[config.mk]
export PLATFORM = sky130hd
export DESIGN_NAME = line_editor_discipline_top
export DESIGN_NICKNAME = d
export VERILOG_FILES = /design/src/rtl/core/led_pkg.sv /design/src/rtl/core/led_store.sv /design/src/rtl/core/led_seq.sv /design/src/rtl/core/line_editor_discipline_top.sv
export SDC_FILE = /design/constraint.sdc
export NUM_CORES = 1
export LEC_CHECK = 0
export BUFFER_PORTS_ARGS = -buffer_cell sky130_fd_sc_hd__buf_4
export CORE_MARGIN = 4
export CORE_UTILIZATION = 25
export CTS_CLUSTER_DIAMETER = 200
export DETAILED_ROUTE_END_ITERATION = 16
export SLEW_MARGIN = 30
export SYNTH_ARGS = -nofsm -noshare
export SYNTH_HDL_FRONTEND = slang
export SYNTH_SLANG_ARGS = --single-unit
[constraint.sdc]
create_clock -name clk -period 4 [get_ports clk]
set_input_delay 0.8 -clock clk [delete_from_list [all_inputs] [get_ports clk]]
set_output_delay 0.8 -clock clk [all_outputs]
set_load 0.1 [all_outputs]
[src/rtl/core/led_pkg.sv]
// Shared constants and types for the line editor discipline block.
package led_pkg;

	// Field widths.
	localparam int BYTE_W = 8;
	localparam int KIND_W = 3;
	localparam int CHAR_W = 7;
	localparam int LEN_W  = 6;

	// Default line capacity (1 to 63).
	localparam int LINE_CAPACITY_DEF = 40;

	// Key codes.
	localparam logic [BYTE_W-1:0] KEY_ERASE = 8'd127;
	localparam logic [BYTE_W-1:0] KEY_KILL  = 8'd21;
	localparam logic [BYTE_W-1:0] KEY_WORD  = 8'd23;
	localparam logic [BYTE_W-1:0] KEY_EOT   = 8'd4;
	localparam logic [CHAR_W-1:0] KEY_SPACE = 7'd32;

	// Action codes.
	localparam logic [KIND_W-1:0] KIND_ECHO    = 3'd0;
	localparam logic [KIND_W-1:0] KIND_ERASE   = 3'd1;
	localparam logic [KIND_W-1:0] KIND_BELL    = 3'd2;
	localparam logic [KIND_W-1:0] KIND_NEWLINE = 3'd3;
	localparam logic [KIND_W-1:0] KIND_END     = 3'd4;

	// Control strobes from the sequencer to the line store.
	typedef struct packed {
		logic wr_en;
		logic rd_en;
	} st_ctl_t;

endpackage

[src/rtl/core/led_store.sv]
// Line store memory with one write port and one registered read port.
module led_store
	import led_pkg::*;
#(
	parameter int LINE_CAPACITY = LINE_CAPACITY_DEF,
	parameter int AW = (LINE_CAPACITY > 1) ? $clog2(LINE_CAPACITY) : 1
) (
	input  logic              clk,
	input  st_ctl_t           ctl,
	input  logic [AW-1:0]     wr_addr,
	input  logic [CHAR_W-1:0] wr_data,
	input  logic [AW-1:0]     rd_addr,
	output logic [CHAR_W-1:0] rd_data
);

	logic [CHAR_W-1:0] mem_q [LINE_CAPACITY];

	// Write port.
	always_ff @(posedge clk) begin
		if (ctl.wr_en) begin
			mem_q[wr_addr] <= wr_data;
		end
	end

	// Registered read port; the data holds until the next read.
	always_ff @(posedge clk) begin
		if (ctl.rd_en) begin
			rd_data <= mem_q[rd_addr];
		end
	end

endmodule

[src/rtl/core/led_seq.sv]
// Sequencer that decodes each typed byte, walks the line store and drives the output register.
module led_seq
	import led_pkg::*;
#(
	parameter int LINE_CAPACITY = LINE_CAPACITY_DEF,
	parameter int AW = (LINE_CAPACITY > 1) ? $clog2(LINE_CAPACITY) : 1
) (
	input  logic              clk,
	input  logic              arst_n,
	input  logic              in_valid,
	output logic              in_stall,
	input  logic [BYTE_W-1:0] in_byte,
	output logic              out_valid,
	input  logic              out_stall,
	output logic [KIND_W-1:0] out_kind,
	output logic [BYTE_W-1:0] out_byte,
	output logic              last,
	output st_ctl_t           st_ctl,
	output logic [AW-1:0]     st_wr_addr,
	output logic [CHAR_W-1:0] st_wr_data,
	output logic [AW-1:0]     st_rd_addr,
	input  logic [CHAR_W-1:0] st_rd_data
);

	localparam logic [LEN_W-1:0] CAP = LEN_W'(LINE_CAPACITY);
	localparam logic [LEN_W-1:0] ONE = LEN_W'(1);

	localparam logic [2:0] S_IDLE  = 3'd0;
	localparam logic [2:0] S_ONE   = 3'd1;
	localparam logic [2:0] S_ECHO  = 3'd2;
	localparam logic [2:0] S_KILL  = 3'd3;
	localparam logic [2:0] S_WREAD = 3'd4;
	localparam logic [2:0] S_WCHK  = 3'd5;
	localparam logic [2:0] S_WLAST = 3'd6;

	logic [2:0]        state_q, state_d;
	logic [LEN_W-1:0]  len_q, len_d;
	logic              session_q, session_d;
	logic              phase_q, phase_d;     // 0 while removing spaces, 1 inside the word
	logic              pending_q, pending_d; // a decided removal waits to be reported
	logic [KIND_W-1:0] kind_q, kind_d;
	logic [BYTE_W-1:0] byte_q, byte_d;

	logic              emit;
	logic [KIND_W-1:0] e_kind;
	logic [BYTE_W-1:0] e_byte;
	logic              e_last;
	logic              out_free;
	logic [LEN_W-1:0]  len_dec;
	logic              is_ctrl;
	logic              is_sp;
	logic              remove;

	assign out_free   = !out_valid || !out_stall;
	assign len_dec    = len_q - ONE;
	assign is_ctrl    = in_byte[7] || (in_byte[7:5] == 3'd0);
	assign in_stall   = (state_q != S_IDLE);
	assign st_wr_addr = len_q[AW-1:0];
	assign st_wr_data = in_byte[CHAR_W-1:0];
	assign st_rd_addr = len_dec[AW-1:0];

	// Compare unit for word erase: is the tail character a space, and does it go.
	assign is_sp  = (st_rd_data == KEY_SPACE);
	assign remove = !phase_q || !is_sp;

	// Next-state and action logic.
	always_comb begin
		state_d       = state_q;
		len_d         = len_q;
		session_d     = session_q;
		phase_d       = phase_q;
		pending_d     = pending_q;
		kind_d        = kind_q;
		byte_d        = byte_q;
		emit          = 1'b0;
		e_kind        = KIND_ERASE;
		e_byte        = '0;
		e_last        = 1'b1;
		st_ctl.wr_en  = 1'b0;
		st_ctl.rd_en  = 1'b0;
		unique case (state_q)
			S_IDLE: begin
				if (in_valid && !session_q) begin
					priority if (in_byte == KEY_EOT && len_q == '0) begin
						session_d = 1'b1;
						kind_d    = KIND_END;
						state_d   = S_ONE;
					end else if (in_byte == KEY_ERASE) begin
						if (len_q != '0) begin
							len_d   = len_dec;
							kind_d  = KIND_ERASE;
							state_d = S_ONE;
						end
					end else if (in_byte == KEY_KILL) begin
						if (len_q != '0) begin
							state_d = S_KILL;
						end
					end else if (in_byte == KEY_WORD) begin
						if (len_q != '0) begin
							phase_d   = 1'b0;
							pending_d = 1'b0;
							state_d   = S_WREAD;
						end
					end else if (is_ctrl) begin
						kind_d  = KIND_BELL;
						state_d = S_ONE;
					end else if (len_q != CAP) begin
						st_ctl.wr_en = 1'b1;
						len_d        = len_q + ONE;
						byte_d       = in_byte;
						state_d      = S_ECHO;
					end else begin
						state_d = S_IDLE;
					end
				end
			end
			S_ONE: begin
				if (out_free) begin
					emit    = 1'b1;
					e_kind  = kind_q;
					state_d = S_IDLE;
				end
			end
			S_ECHO: begin
				if (out_free) begin
					emit   = 1'b1;
					e_kind = KIND_ECHO;
					e_byte = byte_q;
					e_last = (len_q != CAP);
					if (len_q == CAP) begin
						kind_d  = KIND_NEWLINE;
						state_d = S_ONE;
					end else begin
						state_d = S_IDLE;
					end
				end
			end
			S_KILL: begin
				if (out_free) begin
					emit   = 1'b1;
					e_last = (len_q == ONE);
					len_d  = len_dec;
					if (len_q == ONE) begin
						state_d = S_IDLE;
					end
				end
			end
			S_WREAD: begin
				st_ctl.rd_en = 1'b1;
				state_d      = S_WCHK;
			end
			S_WCHK: begin
				// A removal reports the one decided before it, so it needs the output free when one is pending.
				if (!remove) begin
					state_d = S_WLAST;
				end else if (!pending_q || out_free) begin
					emit      = pending_q;
					e_last    = 1'b0;
					len_d     = len_dec;
					pending_d = 1'b1;
					if (!is_sp) begin
						phase_d = 1'b1;
					end
					state_d = (len_q == ONE) ? S_WLAST : S_WREAD;
				end
			end
			S_WLAST: begin
				if (out_free) begin
					emit    = 1'b1;
					state_d = S_IDLE;
				end
			end
			default: begin
				state_d = S_IDLE;
			end
		endcase
	end

	// Control state.
	always_ff @(posedge clk or negedge arst_n) begin
		if (!arst_n) begin
			state_q   <= S_IDLE;
			len_q     <= '0;
			session_q <= 1'b0;
			phase_q   <= 1'b0;
			pending_q <= 1'b0;
			out_valid <= 1'b0;
		end else begin
			state_q   <= state_d;
			len_q     <= len_d;
			session_q <= session_d;
			phase_q   <= phase_d;
			pending_q <= pending_d;
			if (emit) begin
				out_valid <= 1'b1;
			end else if (!out_stall) begin
				out_valid <= 1'b0;
			end
		end
	end

	// Payload registers.
	always_ff @(posedge clk) begin
		kind_q <= kind_d;
		byte_q <= byte_d;
		if (emit) begin
			out_kind <= e_kind;
			out_byte <= e_byte;
			last     <= e_last;
		end
	end

endmodule

[src/rtl/core/line_editor_discipline_top.sv]
// Top level of the line editor discipline block.
//
// One typed byte enters on the input channel (in_valid, in_stall, in_byte).
// Terminal actions leave on the output channel (out_valid, out_stall,
// out_kind, out_byte, last), one request per action; last marks the final
// action caused by a byte. A byte that causes no action gives no request.
// in_stall is high from the cycle after a byte is taken until its last
// action has been loaded into the output register.
// The first action of a byte is loaded into the output register from the
// state that the byte leads to, once the output is free; word erase first
// reads the store and checks the tail character. Kill gives one erase per
// cycle while the output does not stall. Word erase reads the line store
// once for each character that it checks, through the single read port of
// the store: it reads in S_WREAD and checks in S_WCHK before the next read.
// A stalled output holds its request and the sequencer waits for it.
// Reset empties the line and reopens the session; the store contents are
// left as they are. After a session-ended action all bytes are dropped
// until the next reset.
module line_editor_discipline_top
	import led_pkg::*;
#(
	parameter int LINE_CAPACITY = LINE_CAPACITY_DEF
) (
	input  logic              clk,
	input  logic              arst_n,
	input  logic              in_valid,
	output logic              in_stall,
	input  logic [BYTE_W-1:0] in_byte,
	output logic              out_valid,
	input  logic              out_stall,
	output logic [KIND_W-1:0] out_kind,
	output logic [BYTE_W-1:0] out_byte,
	output logic              last
);

	localparam int AW = (LINE_CAPACITY > 1) ? $clog2(LINE_CAPACITY) : 1;

	st_ctl_t           st_ctl;
	logic [AW-1:0]     st_wr_addr;
	logic [AW-1:0]     st_rd_addr;
	logic [CHAR_W-1:0] st_wr_data;
	logic [CHAR_W-1:0] st_rd_data;

	// Sequencer with the output register.
	led_seq #(
		.LINE_CAPACITY(LINE_CAPACITY),
		.AW(AW)
	) u_seq (
		.clk(clk),
		.arst_n(arst_n),
		.in_valid(in_valid),
		.in_stall(in_stall),
		.in_byte(in_byte),
		.out_valid(out_valid),
		.out_stall(out_stall),
		.out_kind(out_kind),
		.out_byte(out_byte),
		.last(last),
		.st_ctl(st_ctl),
		.st_wr_addr(st_wr_addr),
		.st_wr_data(st_wr_data),
		.st_rd_addr(st_rd_addr),
		.st_rd_data(st_rd_data)
	);

	// Line store.
	led_store #(
		.LINE_CAPACITY(LINE_CAPACITY),
		.AW(AW)
	) u_store (
		.clk(clk),
		.ctl(st_ctl),
		.wr_addr(st_wr_addr),
		.wr_data(st_wr_data),
		.rd_addr(st_rd_addr),
		.rd_data(st_rd_data)
	);

endmodule

==> metrics.txt, run 1 <==
worst setup path class=reg2reg; GPL Wtd Cong=0.857; DRT iter0 DRCs=600; critical path arrival=3190 ps; Clock Path Buffers=3; nets=935; TritonCTS sink count=323; H-tree depth=2; Peak VDD IR=0.500 mV; Mapped Cells=838; clock skew=28.4 ps; most frequent cells in the layout=edfxtp_1 (310), buf_4 (89), nand2_1 (74); CTS Root Cell=clkbuf_16; Int Power=7.79 mW; mapped cell area=0.0135 mm^2; Antenna Violating Nets Remaining=0; Finished Cell Area=0.0161 mm^2; core footprint=0.0537 mm^2; DRC viols=0; share of layout cells above drive strength 1=23.4%; Avg Cell Area, Syn=16.2 um^2; CTS resizes=0; Final TNS setup=0 ps; Final min period=3040 ps; CTS tree=done; Final Hold Fails=0; Tcrit/Tclk final=75.9%; Setup Buffers After CTS=0; antenna violations before repair=1; FF-to-FF Start=u_seq.state_q[1]; height of the die=241 um; die footprint=0.0580 mm^2; clk_lat worst skew=530 ps; number of global-route vias before repair=7,662; Max Slew Vio Count=0; area grow syn2layout=18.9%; pwr dens=772 mW/mm^2; Seq pwr share=32.9%; Yosys reg bits=323; critical path capture point type=flop; CTS Hold Bufs=0; # setup viols final=0; DR vias=7,703; Crit. Startpoint=u_seq.state_q[1]; highest clock rate=0.329 GHz; Synth Flop Type=edfxtp_1; largest net degree at the start of global routing=50; MaxCap Viol Count=0; I/O pin total=26; clock network power share=25.7%; RSZ-0062 raised after global routing=false; final wirelength=31,800 um; WL/cell=19.4 um; switching power=4.65 mW; slew margin rel.=40.7%; Initial Utilization=25.2%; Switching Fraction=37.4%; Comb power frac=41.4%; post-synthesis async set-or-reset flop share=4.02%; Worst EP required=4150 ps; die width=241 um; syn nets=854; drt via density=4.70; Hold Crit Class=in2async; Total GRT Usage=10.8%; # rows=85; HPWL Detailed=21,100 um; Worst Setup Start Kind=flop; DR pass1 iterations=6; IO buf count=25; flop-to-flop setup slack=960 ps; Post-synth EDFFs=310; Leak Pwr=5.28 nW; Worst Path Max Fanout=20; Seq/Total Area, Yosys=71.1%; Slew @ Worst Pin=886 ps; GR Overflow Total=0; clock slew seen by the registers of the worst setup and hold paths=60 ps; Unique masters post-synth=61; run status=completed; commonest non-fill, non-tap cell in the layout=edfxtp_1; Area after DPL=0.0150 mm^2; global-route wire length before repair=48,400 um; Ys Warns=0; CTS Buf Count=34
## final cells by class
type                       count  area [um^2]
timing repair buffer          93          739
sequential                   323         9640
multi-input combinational    458         3700
clock buffer                  39          891
fill                        5223        37600
tap                          696          871
inverter                       9         33.8
antenna                        1         2.50
clock inverter                19          235
## layer usage
| metal | vias up | track usage (%) | wire, um |
|---|---|---|---|
| li1 | 3477 | - | - |
| met1 | 3968 | 14.3 | 13600 |
| met2 | 207 | 18.4 | 16000 |
| met3 | 51 | 1.49 | 1340 |
| met4 | 0 | 3.72 | 777 |
| met5 | - | 0 | 0 |
## sequential cells by signal, indices dropped and copies added, names as in the netlist
name	cells
u_store.mem_q	280
u_seq.byte_q	8
u_seq.out_byte	8
u_store.rd_data	7
u_seq.st_wr_addr	6
u_seq.kind_q	3
u_seq.out_kind	3
u_seq.state_q	3
u_seq.last	1
u_seq.out_valid	1
u_seq.pending_q	1
u_seq.phase_q	1
u_seq.session_q	1
## critical path: stages, from the launching register on
cell and delay, ps:
dfrtp_1 600, nor3_1 450, o2111ai_1 220, nor3_1 280
nand3_1 330, nor2_1 790
## synthesized netlist by cell type, drive strengths merged (2+ instances only)
master   number  share of area (%)
or4           2               0.17
nand2        74                2.1
o31ai         2               0.11
a32oi        14               0.91
buf          25                1.1
xnor2         4               0.26
mux2i        31                2.3
a2bb2oi       3               0.19
nor2b        10               0.46
o21ai        14               0.52
a21oi         8               0.30
a22oi         8               0.44
inv           9               0.25
and4b         2               0.15
nand4         2              0.092
nor4b         2               0.13
nor2         60                1.7
o22ai         2              0.092
mux2         18                1.5
nand4b        2               0.13
xor2          6               0.44
o211ai        2               0.11
a31oi         2              0.092
edfxtp      310                 69
nand2b        4               0.24
or3           5               0.27
dfrtp        13                2.4
a311oi       14               0.91
nor3b        17               0.94
nor3         24               0.96
a211oi        2               0.15
nor4          9               0.64
nand3b        2               0.11
ha            4               0.37
clkbuf       23               0.64
nand3        32                1.2
and4          3               0.19
a2111oi      10               0.69
and2         11               0.51
mux4         42                7.0
## per-stage QoR
step	hold slack, ps	cells	setup WS (ps)	util (%)	power [mW]
floorplan	442	838	462	-	7.68
CTS	106	1637	964	30.0	12.5
detailed placement	459	1579	799	27.9	9.34
global placement	452	1579	877	27.8	9.28
finish	121	1638	964	30.0	12.4
global route	114	1638	710	30.0	13.1
## final timing paths
| path | to | cells past startpoint |
|---|---|---|
| max | u_store.mem_q[13][2] | 5 |
| min | u_seq.out_valid | 1 |
| max reg2reg | u_store.mem_q[13][2] | 5 |
| min reg2reg | u_seq.session_q | 1 |
| max in group asynchronous | u_seq.st_wr_addr[0] | 1 |
| min in group clk | u_seq.session_q | 1 |
## cell families (layout without fill, tap and decap cells)
kind of cell	count (synthesis)	after routing	synth area share [%]
AO/OA/AOI/OAI	89	89	5.02
other	0	1	0
multiplexers	91	91	10.8
buffers and inverters	57	160	1.97
adder cells (fa/ha/maj)	4	4	0.369
AND/OR/NAND/NOR	264	264	10.0
flip-flops	323	323	71.1
XOR/XNOR	10	10	0.702
## power by group through the flow
| stage | Clock [mW] | Sequential (mW) | Combinational (mW) |
|---|---|---|---|
| global route | 3.42 | 4.11 | 5.54 |
| finish | 3.19 | 4.09 | 5.15 |
| floorplan | 0 | 4.44 | 3.24 |
| CTS | 3.27 | 4.09 | 5.19 |
| global placement | 0 | 4.15 | 5.13 |
| detailed placement | 0 | 4.16 | 5.18 |
No activity file was read; power rests on OpenSTA's default activity.
==> inputs of run 2 (changes only) <==
--- a/config.mk
+++ b/config.mk
@@ -5,6 +5,7 @@
 export SDC_FILE = /design/constraint.sdc
 export NUM_CORES = 1
 export LEC_CHECK = 0
+export ABC_AREA = 1
 export BUFFER_PORTS_ARGS = -buffer_cell sky130_fd_sc_hd__buf_4
 export CORE_MARGIN = 4
 export CORE_UTILIZATION = 25
==> constraint.sdc (replaced) <==
create_clock -name clk -period 2.55 [get_ports clk]
set_input_delay 0.51 -clock clk [delete_from_list [all_inputs] [get_ports clk]]
set_output_delay 0.51 -clock clk [all_outputs]
set_load 0.1 [all_outputs]
==> run 2 against run 1 <==
  * Register-to-register slack worse by 780 ps
  * Synthesized cell count up 65%
  * First-iteration DRC count increased by 58%
  * Global-route usage rose by 1.7 points
  * Sequential power up 42%
  * Combinational power decreased by 96%
  * Clock-buffer cell count up 1
  * Clock power increased by 62%
==> metrics.txt, run 2 <==
top cells by count, synth=nand2_1 (484), edfxtp_1 (310), nand3_1 (165), nor2_1 (117), inv_1 (100); Unique masters post-synth=40; cell taking the most area after synthesis=edfxtp_1; DRT iter0 DRCs=950; GPL Wtd Cong=0.928; height of the die=247 um; Reg area=0.00964 mm^2; dominant cells by area after synthesis=edfxtp_1 (65%), nand2_1 (13%), nand3_1 (5.8%), nor2_1 (3.1%), inv_1 (2.6%); # setup viols final=0; drt via density=4.43; DR pass1 iterations=5; highest clock rate=0.423 GHz; die footprint=0.0610 mm^2; largest reg by FF count=u_store.mem_q; hold_ws=230 ps; Worst Setup Start Kind=flop; top flop regs=u_store.mem_q x280, u_seq.byte_q x8, u_seq.out_byte x8; met1 Usage GRT=16.0%; IO buf count=25; Ys Warns=0; FILL cells=5,741; Final Hold Fails=0; Worst Setup EP=u_store.rd_data[2]; CTS Buf Count=34; Mapped Cells=1,381; Post-synth EDFFs=310; count leader, synth=nand2_1; syn nets=1,397; R2R depth=9; # rows=87; Crit. Startpoint=u_seq.st_wr_addr[0]; Yosys reg bits=323; Peak VDD IR=0.468 mV; die width=247 um; clock slew seen by the registers of the worst setup and hold paths=60 ps; commonest non-fill, non-tap cell in the layout=nand2_1; GR peak layer=met2; MaxCap Viol Count=0; Final min period=2370 ps; share of layout cells above drive strength 1=14.5%; final wirelength=38,600 um; max reg flops=280; clk_lat worst skew=530 ps; CTS tree=done; RSZ-0062 raised after global routing=false; Seq/Total Area, Yosys=67.4%; core footprint=0.0565 mm^2; RR Endpoint=u_store.rd_data[2]; slew margin rel.=55.4%; DR vias=10,000; I/O pin total=26; Worst Path Max Fanout=22; Max Slew Vio Count=0; Worst EP required=2820 ps; GR Overflow Total=0; Final TNS setup=0 ps; clock skew=18.2 ps; Inserted Diodes=0; flop-to-flop setup slack=180 ps; Slew @ Worst Pin=667 ps; Synth top area share=65.2%; Clock Path Buffers=3; Total GRT Usage=12.5%; pwr dens=652 mW/mm^2; Synth Flop Type=edfxtp_1; Initial Utilization=25.3%; global-route wire length before repair=58,800 um; nets=1,493; TritonCTS sink count=323; M3 GR Usage=1.62%; run status=completed; number of global-route vias before repair=10,100; critical path capture point type=flop; critical path arrival=2630 ps; antenna violations before repair=0; largest net degree at the start of global routing=148; worst setup path class=reg2reg; HPWL Detailed=25,800 um; FF-to-FF Start=u_seq.st_wr_addr[0]; WL/cell=17.1 um; most frequent cells in the layout=nand2_1 (484), edfxtp_1 (310), nand3_1 (165); area grow syn2layout=19.7%; H-tree depth=2; Setup Buffers After CTS=0; GR Layer Usage met2=21.5%; Leak Pwr=6.78 nW; Tcrit/Tclk final=92.8%; Multi-input gate area=0.00397 mm^2; CTS Root Cell=clkbuf_16; DRC viols=0; Avg Cell Area, Syn=10.3 um^2; mapped cell area=0.0143 mm^2; post-synthesis async set-or-reset flop share=4.02%; Hold Crit Class=in2reg; Antenna Violating Nets Remaining=0
==> run 2: through the flow <==
stage	instance area [um^2]	util, %	worst slack [ps]	cells	power (mW)
after CTS	17100	30.3	71.7	2259	11.3
after global routing	17100	30.3	93.5	2259	11.5
after floorplan	14300	-	27.5	1381	5.94
after global placement	15900	28.2	111	2196	6.11
after detailed placement	15900	28.2	75.2	2196	6.11
final	17100	30.3	183	2259	11.2
==> run 2: power breakdown <==
| group | total, mW | switching, mW | internal (mW) |
|---|---|---|---|
| logic | 0.186 | 0.144 | 0.0415 |
| clock network | 5.16 | 2.02 | 3.14 |
| registers | 5.80 | 0.0000000000000000446 | 5.80 |
==> run 2: what timing repair did <==
action,CTS,global route
gates resized for setup,0,1
endpoints found under the setup margin,0,43
hold buffers,1,0
hold endpoints to repair,13,0
==> run 2: kinds of logic (layout without fill, tap and decap cells) <==
group                      Yosys count  after routing  share of synthesized area, %
buffers and inverters              174            296                          4.81
xor gates and xnor gates             6              6                         0.604
and+or+nand+nor                    810            810                          24.3
adders and majority gates            4              4                         0.350
DFF                                323            323                          67.4
AOI/OAI and AO/OA                   64             64                          2.51
==> run 2: routing by layer <==
metal | vias up | wire (um)
li1 | 4818 | -
met1 | 4808 | 16400
met2 | 306 | 18800
met3 | 76 | 1980
met4 | 0 | 1490
met5 | - | 0
==> run 2: area by class of cell <==
type	instances	area share (%)
clock buffers	40	5.23
clock inverters	22	1.65
inverters	117	2.60
multi-input cells	884	23.2
flip-flops and latches	323	56.3
well taps	756	5.53
repair buffers	117	5.46
==> run 2: worst min-delay path by stage <==
stage	start	slack (ps)	endpoint	cells past startpoint
5_1_grt	in_byte[6]	220	u_seq.byte_q[6]	1
6_report	in_byte[6]	230	u_seq.byte_q[6]	1
2_1_floorplan	arst_n	210	u_seq.out_valid	0
4_1_cts	in_byte[6]	210	u_seq.byte_q[6]	1
3_5_place_dp	arst_n	380	u_seq.out_valid	1
3_3_place_gp	arst_n	390	u_seq.out_valid	1
==> run 2: critical path, cell delays in order, from the launching register on <==
cell and delay [ps]:
dfrtp_4 500, inv_4 100, ha_1 340, xor2_4 170, buf_4 300, nand3_1 160, nand3_1 110, nand3_1 180
nand3_1 160, nand2_1 80
